--- src/design/tpbl_pkg.sv ---
// ----------------------------------------------------------------------------
// tpbl_pkg
// Shared types, codes and helper functions for the two-party bakery lock.
// ----------------------------------------------------------------------------
package tpbl_pkg;

    localparam int TICKET_BITS = 16;
    localparam int FIELD_TICKET_BITS = 16;
    localparam int CORE_ID_BITS = 6;
    localparam int APB_DATA_BITS = 32;
    localparam int APB_ADDR_BITS = 3;

    typedef logic [TICKET_BITS-1:0] ticket_t;
    typedef logic [FIELD_TICKET_BITS-1:0] field_ticket_t;
    typedef logic [CORE_ID_BITS-1:0] core_id_t;

    typedef enum logic [1:0] {
        ACT_TICK    = 2'd0,
        ACT_ACQUIRE = 2'd1,
        ACT_RELEASE = 2'd2,
        ACT_UNUSED  = 2'd3
    } action_t;

    localparam logic SLOT_ENTERING = 1'b0;
    localparam logic SLOT_TICKET   = 1'b1;

    localparam logic REG_LOCAL_ID  = 1'b0;
    localparam logic REG_REMOTE_ID = 1'b1;

    localparam core_id_t LOCAL_ID_RESET  = core_id_t'(0);
    localparam core_id_t REMOTE_ID_RESET = core_id_t'(1);

    localparam logic [2:0] PHASE_IDLE         = 3'd0;
    localparam logic [2:0] PHASE_WAIT_FLAG    = 3'd1;
    localparam logic [2:0] PHASE_WAIT_TICKET  = 3'd2;
    localparam logic [2:0] PHASE_WAIT_PARTNER = 3'd3;
    localparam logic [2:0] PHASE_WAIT_TURN    = 3'd4;
    localparam logic [2:0] PHASE_HELD         = 3'd5;
    localparam logic [2:0] PHASE_RELEASING    = 3'd6;

    typedef enum logic [6:0] {
        ST_IDLE         = 7'b0000001,
        ST_WAIT_FLAG    = 7'b0000010,
        ST_WAIT_TICKET  = 7'b0000100,
        ST_WAIT_PARTNER = 7'b0001000,
        ST_WAIT_TURN    = 7'b0010000,
        ST_HELD         = 7'b0100000,
        ST_RELEASING    = 7'b1000000
    } lock_state_t;

    function automatic logic [2:0] phase_code(input lock_state_t st);
        logic [2:0] code;
        code = PHASE_IDLE;
        unique case (st)
            ST_IDLE:         code = PHASE_IDLE;
            ST_WAIT_FLAG:    code = PHASE_WAIT_FLAG;
            ST_WAIT_TICKET:  code = PHASE_WAIT_TICKET;
            ST_WAIT_PARTNER: code = PHASE_WAIT_PARTNER;
            ST_WAIT_TURN:    code = PHASE_WAIT_TURN;
            ST_HELD:         code = PHASE_HELD;
            ST_RELEASING:    code = PHASE_RELEASING;
            default:         code = PHASE_IDLE;
        endcase
        return code;
    endfunction

    function automatic ticket_t next_ticket(input ticket_t partner);
        ticket_t result;
        if (partner == '1)
        begin
            result = '1;
        end
        else
        begin
            result = partner + ticket_t'(1);
        end
        return result;
    endfunction

endpackage

--- src/design/two_party_bakery_lock.sv ---
// ----------------------------------------------------------------------------
// two_party_bakery_lock
// One core's side of a two-party bakery lock with flags sent over a network.
// ----------------------------------------------------------------------------
// Each input transaction is an event (tick, acquire or release) together with
// the link-done flag and the entering flag and ticket the partner last wrote.
// Each input transaction yields exactly one output transaction carrying the
// send request (slot and value), the new phase, lock ownership and a flag for
// requests that did not fit the phase.
// Both channels use valid/ready. An accepted transaction is captured in an
// input register; its result is computed from there and registered in the
// output register once that register is free. One transaction is taken
// every cycle while the receiver does not stall. The rate is set by the
// single pass through the phase logic, one ticket increment and one ticket
// compare.
// When the receiver stalls, the output register holds its result and the
// input register holds the next transaction; in_ready drops only when both
// are full. The user is to write the two id registers over the APB port
// only while idle; the block does not enforce it. Reset clears both pipeline
// valid bits, idles the lock with ticket zero and loads ids local 0, remote 1.
// ----------------------------------------------------------------------------
module two_party_bakery_lock (
    input  logic        clk,
    input  logic        rst_n,

    input  logic        psel,
    input  logic        penable,
    input  logic        pwrite,
    input  logic [tpbl_pkg::APB_ADDR_BITS-1:0] paddr,
    input  logic [tpbl_pkg::APB_DATA_BITS-1:0] pwdata,
    output logic [tpbl_pkg::APB_DATA_BITS-1:0] prdata,
    output logic        pready,

    input  logic        in_valid,
    output logic        in_ready,
    input  logic [1:0]  action,
    input  logic        link_done,
    input  logic        partner_entering,
    input  tpbl_pkg::field_ticket_t partner_ticket,

    output logic        out_valid,
    input  logic        out_ready,
    output logic        send_valid,
    output logic        send_slot,
    output tpbl_pkg::field_ticket_t send_value,
    output logic        lock_held,
    output logic [2:0]  phase,
    output logic        request_ignored
);

    tpbl_pkg::core_id_t local_id_reg;
    tpbl_pkg::core_id_t remote_id_reg;

    logic                    in_valid_reg;
    tpbl_pkg::action_t       action_reg;
    logic                    link_done_reg;
    logic                    partner_entering_reg;
    tpbl_pkg::field_ticket_t partner_ticket_reg;

    tpbl_pkg::lock_state_t state_reg;
    tpbl_pkg::lock_state_t state_next;
    tpbl_pkg::ticket_t     ticket_reg;
    tpbl_pkg::ticket_t     ticket_next;

    logic                    out_valid_reg;
    logic                    send_valid_reg;
    logic                    send_slot_reg;
    tpbl_pkg::field_ticket_t send_value_reg;
    logic                    lock_held_reg;
    logic [2:0]              phase_reg;
    logic                    request_ignored_reg;

    logic                  send_valid_next;
    logic                  send_slot_next;
    tpbl_pkg::ticket_t     send_value_next;
    logic                  request_ignored_next;

    logic                  advance;
    logic                  fire;
    logic                  cfg_write;
    logic                  is_request;
    logic                  must_wait;
    tpbl_pkg::ticket_t     partner_tk;

    assign pready    = 1'b1;
    assign cfg_write = psel && penable && pwrite;

    always_comb
    begin
        prdata = '0;
        if (paddr[2] == tpbl_pkg::REG_REMOTE_ID)
        begin
            prdata[tpbl_pkg::CORE_ID_BITS-1:0] = remote_id_reg;
        end
        else
        begin
            prdata[tpbl_pkg::CORE_ID_BITS-1:0] = local_id_reg;
        end
    end

    always_ff @(posedge clk or negedge rst_n)
    begin
        if (!rst_n)
        begin
            local_id_reg  <= tpbl_pkg::LOCAL_ID_RESET;
            remote_id_reg <= tpbl_pkg::REMOTE_ID_RESET;
        end
        else if (cfg_write)
        begin
            if (paddr[2] == tpbl_pkg::REG_REMOTE_ID)
            begin
                remote_id_reg <= pwdata[tpbl_pkg::CORE_ID_BITS-1:0];
            end
            else
            begin
                local_id_reg <= pwdata[tpbl_pkg::CORE_ID_BITS-1:0];
            end
        end
    end

    assign advance  = !out_valid_reg || out_ready;
    assign in_ready = !in_valid_reg || advance;
    assign fire     = in_valid_reg && advance;

    always_ff @(posedge clk or negedge rst_n)
    begin
        if (!rst_n)
        begin
            in_valid_reg <= 1'b0;
        end
        else if (in_ready)
        begin
            in_valid_reg <= in_valid;
        end
    end

    always_ff @(posedge clk)
    begin
        if (in_valid && in_ready)
        begin
            action_reg           <= tpbl_pkg::action_t'(action);
            link_done_reg        <= link_done;
            partner_entering_reg <= partner_entering;
            partner_ticket_reg   <= partner_ticket;
        end
    end

    assign partner_tk = tpbl_pkg::ticket_t'(partner_ticket_reg);
    assign is_request = (action_reg == tpbl_pkg::ACT_ACQUIRE) ||
                        (action_reg == tpbl_pkg::ACT_RELEASE);
    assign must_wait  = (partner_tk != '0) &&
                        ((partner_tk < ticket_reg) ||
                         ((partner_tk == ticket_reg) && (remote_id_reg < local_id_reg)));

    always_comb
    begin
        state_next           = state_reg;
        ticket_next          = ticket_reg;
        send_valid_next      = 1'b0;
        send_slot_next       = tpbl_pkg::SLOT_ENTERING;
        send_value_next      = '0;
        request_ignored_next = 1'b0;
        unique case (state_reg)
            tpbl_pkg::ST_IDLE:
            begin
                if (action_reg == tpbl_pkg::ACT_ACQUIRE)
                begin
                    send_valid_next = 1'b1;
                    send_slot_next  = tpbl_pkg::SLOT_ENTERING;
                    send_value_next = tpbl_pkg::ticket_t'(1);
                    state_next      = tpbl_pkg::ST_WAIT_FLAG;
                end
                else if (action_reg == tpbl_pkg::ACT_RELEASE)
                begin
                    request_ignored_next = 1'b1;
                end
            end
            tpbl_pkg::ST_WAIT_FLAG:
            begin
                request_ignored_next = is_request;
                if (link_done_reg)
                begin
                    ticket_next     = tpbl_pkg::next_ticket(partner_tk);
                    send_valid_next = 1'b1;
                    send_slot_next  = tpbl_pkg::SLOT_TICKET;
                    send_value_next = tpbl_pkg::next_ticket(partner_tk);
                    state_next      = tpbl_pkg::ST_WAIT_TICKET;
                end
            end
            tpbl_pkg::ST_WAIT_TICKET:
            begin
                request_ignored_next = is_request;
                if (link_done_reg)
                begin
                    send_valid_next = 1'b1;
                    send_slot_next  = tpbl_pkg::SLOT_ENTERING;
                    send_value_next = '0;
                    state_next      = tpbl_pkg::ST_WAIT_PARTNER;
                end
            end
            tpbl_pkg::ST_WAIT_PARTNER:
            begin
                request_ignored_next = is_request;
                if (!partner_entering_reg)
                begin
                    state_next = tpbl_pkg::ST_WAIT_TURN;
                end
            end
            tpbl_pkg::ST_WAIT_TURN:
            begin
                request_ignored_next = is_request;
                if (!must_wait)
                begin
                    state_next = tpbl_pkg::ST_HELD;
                end
            end
            tpbl_pkg::ST_HELD:
            begin
                if (action_reg == tpbl_pkg::ACT_RELEASE)
                begin
                    ticket_next     = '0;
                    send_valid_next = 1'b1;
                    send_slot_next  = tpbl_pkg::SLOT_TICKET;
                    send_value_next = '0;
                    state_next      = tpbl_pkg::ST_RELEASING;
                end
                else if (action_reg == tpbl_pkg::ACT_ACQUIRE)
                begin
                    request_ignored_next = 1'b1;
                end
            end
            tpbl_pkg::ST_RELEASING:
            begin
                request_ignored_next = is_request;
                if (link_done_reg)
                begin
                    state_next = tpbl_pkg::ST_IDLE;
                end
            end
            default:
            begin
                state_next = tpbl_pkg::ST_IDLE;
            end
        endcase
    end

    always_ff @(posedge clk or negedge rst_n)
    begin
        if (!rst_n)
        begin
            state_reg  <= tpbl_pkg::ST_IDLE;
            ticket_reg <= '0;
        end
        else if (fire)
        begin
            state_reg  <= state_next;
            ticket_reg <= ticket_next;
        end
    end

    always_ff @(posedge clk or negedge rst_n)
    begin
        if (!rst_n)
        begin
            out_valid_reg <= 1'b0;
        end
        else if (advance)
        begin
            out_valid_reg <= in_valid_reg;
        end
    end

    always_ff @(posedge clk)
    begin
        if (fire)
        begin
            send_valid_reg      <= send_valid_next;
            send_slot_reg       <= send_slot_next;
            send_value_reg      <= tpbl_pkg::field_ticket_t'(send_value_next);
            lock_held_reg       <= (state_next == tpbl_pkg::ST_HELD);
            phase_reg           <= tpbl_pkg::phase_code(state_next);
            request_ignored_reg <= request_ignored_next;
        end
    end

    assign out_valid       = out_valid_reg;
    assign send_valid      = send_valid_reg;
    assign send_slot       = send_slot_reg;
    assign send_value      = send_value_reg;
    assign lock_held       = lock_held_reg;
    assign phase           = phase_reg;
    assign request_ignored = request_ignored_reg;

endmodule

--- config.mk ---
export PLATFORM = sky130hd
export DESIGN_NAME = two_party_bakery_lock
export DESIGN_NICKNAME = d
export VERILOG_FILES = /design/src/design/tpbl_pkg.sv /design/src/design/two_party_bakery_lock.sv
export SDC_FILE = /design/constraint.sdc
export NUM_CORES = 1
export LEC_CHECK = 0
export BUFFER_PORTS_ARGS = -buffer_cell sky130_fd_sc_hd__buf_2
export CAP_MARGIN = 20
export CELL_PAD_IN_SITES_DETAIL_PLACEMENT = 1
export CELL_PAD_IN_SITES_GLOBAL_PLACEMENT = 1
export CORE_MARGIN = 2
export CORE_UTILIZATION = 35
export DETAILED_ROUTE_END_ITERATION = 7
export PLACE_DENSITY_LB_ADDON = 0.25
export SLEW_MARGIN = 5
export SYNTH_ARGS = -nofsm -noshare
export SYNTH_HDL_FRONTEND = slang
export SYNTH_SLANG_ARGS = --single-unit
export TNS_END_PERCENT = 5
--- constraint.sdc ---
create_clock -name clk -period 2.25 [get_ports clk]
set_input_delay 0.45 -clock clk [delete_from_list [all_inputs] [get_ports clk]]
set_output_delay 0.45 -clock clk [all_outputs]
set_load 0.005 [all_outputs]
Word-level counts from Yosys, hierarchy flattened
Cells that the tools add are included.
- flip-flop bits (word level): 80
- bits of input ports: 62
- add/subtract/negate cells: 1
- order comparisons: 2
- eq/ne operators: 19
- multiplexer cells: 25
- bitwise gates (word level): 1
- reductions and logical operators: 19
- operators with widths (kind ; count):
    $mux W16 ; 4
    $pmux W16 S2 ; 2
    $mux W7 ; 7
    $pmux W7 S7 ; 1
    $pmux W3 S6 ; 1
    $add A16 B1 Y16 const B ; 1
    $eq A16 B16 Y1 ; 1
    $eq A16 B16 Y1 const B ; 1
    $lt A16 B16 Y1 ; 1
    $reduce_bool A16 Y1 ; 1
    $eq A7 B2 Y1 const B ; 2
    $eq A7 B3 Y1 const B ; 2
    $eq A7 B4 Y1 const B ; 2
    $eq A7 B5 Y1 const B ; 2
    $eq A7 B6 Y1 const B ; 2
    $eq A7 B7 Y1 const B ; 2
    $eq A7 B1 Y1 const B ; 1
    $logic_and A1 B1 Y1 ; 6
    $lt A6 B6 Y1 ; 1
    $mux W1 ; 6
    $mux W6 ; 1
    $pmux W1 S3 ; 2
    $reduce_or A5 Y1 ; 1
    $logic_or A1 B1 Y1 ; 4
    other kinds (10) ; 13

Longest topological paths before layout
- depth after elaboration: 8
- depth in mapped cells: 8
- gate-level depth less buffers: 8

Worst setup path after synthesis
OpenSTA, ideal clock, no wires.
- kind: register to register
- start: register partner_ticket_reg[15]
- end: register phase_reg[0], in the netlist phase[0] (data pin)
- library setup time: 0.264 ns
- arrival: 1.900 ns
- required time: 1.986 ns
- path slack: 0.087 ns
- cell stages (with the launch flop): 8
- buffers on the path: 0
- clock period less this slack: 2.163 ns
- cells stage by stage: edfxtp_1 > ha_1 > nand4_1 > nor3_1 > a21boi_1 > or4_4 > a21oi_1 > o211ai_2
- longest elaborated chain between the ends: 8
- elaborated cells on any way between the ends: 15
- those cells by class: order compare (1); eq/ne (7); mux (3); reduce/logical (4)
- ends and longest elaborated chain (item ; line ; RTL):
    start: declaration ; two_party_bakery_lock.sv:58 ; tpbl_pkg::field_ticket_t partner_ticket_reg;
    start signal: assignment ; two_party_bakery_lock.sv:144 ; partner_ticket_reg <= partner_ticket;
    parallel branches: the longest is 3 deep, another holds $lt A16 B16 Y1 ; - ;
    $logic_and A1 B1 Y1 (*) ; two_party_bakery_lock.sv:151 ; assign must_wait = (partner_tk != '0) &&
    $mux W7 (*) ; two_party_bakery_lock.sv:212 ; if (!must_wait)
    $pmux W7 S7 (*) ; two_party_bakery_lock.sv:163 ; unique case (state_reg)
    $eq A7 B7 Y1, or another cell as far along ; tpbl_pkg.sv:54 ; unique case (st)
    $pmux W3 S6 (*) ; tpbl_pkg.sv:54 ;
    end signal: assignment ; two_party_bakery_lock.sv:281 ; phase_reg <= tpbl_pkg::phase_code(state_next);
    end: declaration ; two_party_bakery_lock.sv:70 ; logic [2:0] phase_reg;
Mark *: on every way between the ends.
A chain may end at the register's enable or synchronous reset.

Final worst setup path
- start: register ticket_reg[14]
- end: register phase_reg[0], in the netlist phase[0] (data pin)
- longest elaborated chain between the ends: 8
- elaborated cells on any way between the ends: 14
- those cells by class: order compare (1); eq/ne (7); mux (3); reduce/logical (3)
- ends and longest elaborated chain (item ; line ; RTL):
    start: declaration ; two_party_bakery_lock.sv:62 ; tpbl_pkg::ticket_t ticket_reg;
    start signal: assignment ; two_party_bakery_lock.sv:257 ; ticket_reg <= ticket_next;
    parallel branches: the longest is 2 deep, another holds $lt A16 B16 Y1 ; - ;
    $logic_or A1 B1 Y1 (*) ; two_party_bakery_lock.sv:152 ; ((partner_tk < ticket_reg) ||
    $logic_and A1 B1 Y1 (*) ; two_party_bakery_lock.sv:151 ;
    $mux W7 (*) ; two_party_bakery_lock.sv:212 ;
    $pmux W7 S7 (*) ; two_party_bakery_lock.sv:163 ;
    $eq A7 B7 Y1, or another cell as far along ; tpbl_pkg.sv:54 ;
    $pmux W3 S6 (*) ; tpbl_pkg.sv:54 ;
Marks and branches as above.

==> impl_metrics.tcl <==
set metrics [dict create \
    status "complete, no violations" \
    grt_pass1_vias 3455 \
    track_usage 0.167 \
    ctsHoldBuffers 0 \
    drc 0 \
    io_pins 120 \
    htreeDepth 3 \
    timing.fmax_mhz 453 \
    rrSetupSlack_ps 40 \
    holdCritPathClass "primary input to async pin" \
    synth-async-reset-ratio 0.463 \
    via_per_inst 4.87 \
    finalPower_mw 4.48 \
    drt_first_pass_iters 4 \
    peakVddDrop_uv 394 \
    antenna_cells 0 \
    via_count 3339 \
    r2r-end "phase[0]" \
    power.leakage_nw 2.42 \
    area_growth_pct 21.0 \
    grt_pass1_wl_um 18200 \
    drive_gt1_frac 0.305 \
    num_rows 41 \
    ys_ff_latch 80 \
    cp_data_arrival_time_ps 2290 \
    tns_ps 0 \
    cts-root-buf "clkbuf_16" \
    cap_viol_max_count 0 \
    rsz0062_at_grt "yes" \
    synth_top_cell_by_area "edfxtp_1" \
    synth_top_cell_area_share 0.284 \
    worst_slew_pin_slew_ps 551 \
    path_class "flip-flop to flip-flop" \
    final_common_cell "buf_2" \
    crit_required_ps 2330 \
    cts_num_sinks 80 \
    nNetsFinal 598 \
    maxSlewViolCount 0 \
    ys.flop_type "edfxtp_1" \
    die_height_um 118 \
    hold_viol 0 \
    gp_congestion 0.842 \
    grt_max_degree 24 \
    worstReg2RegStart "ticket_reg[14]" \
    insertion_delay_ps 340 \
    post_drt_wl_per_cell_um 16.2 \
    dieArea_sq_um 13900 \
    postSynthCellCount 415 \
    initialDrtViolationCount 107 \
    numCtsBuffers 9 \
    synthDistinctLibCells 66 \
    critical_path.startpoint_type "flip-flop" \
    drt.antenna.violating_nets 0 \
    cts.reportedPaths.clkPinSlew_ps 60 \
    synthTopCellsByArea "edfxtp_1, dfrtp_1, ha_1, buf_4, a21oi_1" \
    min_period_ps 2210 \
    setup_violations 0 \
    io_buffers 64 \
    power_density_nw_per_um2 815 \
    wl_um 11100 \
    cp-end-kind "flip-flop" \
    die_w_um 118 \
    ys_seq_area_frac 0.489 \
    layout_common_cells "buf_2, edfxtp_1, dfrtp_1" \
    cts_buffer_depth 2 \
    synth_area_per_cell_sq_um 10.9 \
    dpl.hpwl_um 8580 \
    coreArea_sq_um 12700 \
    synth_edf_count 43 \
    synth_area_sq_um 4540 \
    ff2ff_path_depth 8 \
    setup_ws_ps 42.6 \
    relSlewSlack 0.633 \
    finalCritPeriodShare 0.981 \
    pre_cts_slack_ps -108 \
    gr-total-overflow 0 \
    path_max_fanout 3 \
    cts_tree "built" \
    start_util 0.359 \
    antenna_found_initial 0 \
    fin_skew_ps 5.60 \
    ys_warn_count 0 \
]
[kinds of logic after synthesis]
| kind of cell | synth area share |
|---|---|
| buffers and inverters | 0.0840 |
| flip-flops | 0.489 |
| multiplexers | 0.0377 |
| XOR/XNOR | 0.0231 |
| other | 0.00165 |
| AO/OA/AOI/OAI | 0.132 |
| adder cells (fa/ha/maj) | 0.0744 |
| AND/OR/NAND/NOR | 0.158 |
[synth_stat cells (all sizes together), types with 4 or more instances]
master	instances
edfxtp	43
buf	36
dfrtp	35
nand2	35
a21oi	34
inv	28
ha	27
o21ai	22
mux2	14
nand3	14
a21o	12
nor2	10
nand4	9
nor3	9
xor2	9
nand2b	8
nor2b	6
a31oi	5
o211ai	5
and3	4
[through the flow]
step           instances   util  area [sq um]  hold WS [ps]
2_1_floorplan        440      -          4640           154
3_3_place_gp         664  0.402          5100           458
3_5_place_dp         664  0.402          5100           468
4_1_cts              686  0.433          5490           108
5_1_grt              686  0.434          5500           134
6_report             686  0.434          5500          92.4
[worst max-delay path: stages (launching register included)]
cell      delay [ps]
dfrtp_1          340
inv_1             70
ha_1             320
nand4_1          180
nor3_2            70
a21boi_1         130
or4_4            580
a21oi_4          160
o211ai_2         100
[power breakdown]
part	switching (mW)	internal, mW	total, mW
Clock	0.553	0.889	1.44
Combinational	0.582	0.503	1.09
Sequential	0.167	1.79	1.95
[timing repair]
item                       4_1_cts  5_1_grt
resized for setup                7        2
pin swaps                       10        3
setup endpoints to repair        1        4
hold endpoints to repair         0        0
setup buffers                    6        0
[cell type report]
type | count | area [sq um]
Fill cell | 1440 | 7180
Sequential cell | 80 | 2220
Multi-Input combinational cell | 293 | 2100
Timing Repair Buffer | 97 | 568
Clock buffer | 13 | 250
Tap cell | 172 | 215
Inverter | 28 | 105
Clock inverter | 3 | 41.3
[metal layers]
| layer | vias up | global-route usage | routed length, um |
|---|---|---|---|
| met1 | 1604 | 0.226 | 5330 |
| li1 | 1635 | - | - |
| met2 | 90 | 0.265 | 5080 |
| met3 | 10 | 0.0281 | 509 |
| met5 | - | 0 | 0 |
| met4 | 0 | 0.0723 | 179 |
[worst max-delay path by stage]
stage,start,end,slack [ps],cells after the start
after floorplan,partner_ticket_reg[15],phase[0],90,7
after global placement,partner_ticket_reg[13],phase[0],-50,6
after detailed placement,partner_ticket_reg[14],phase[0],-110,6
after CTS,partner_ticket_reg[12],phase[0],1,7
after global routing,ticket_reg[14],phase[0],-80,8
final,ticket_reg[14],phase[0],40,8
Note: power is estimated with default switching activity, not from simulation.
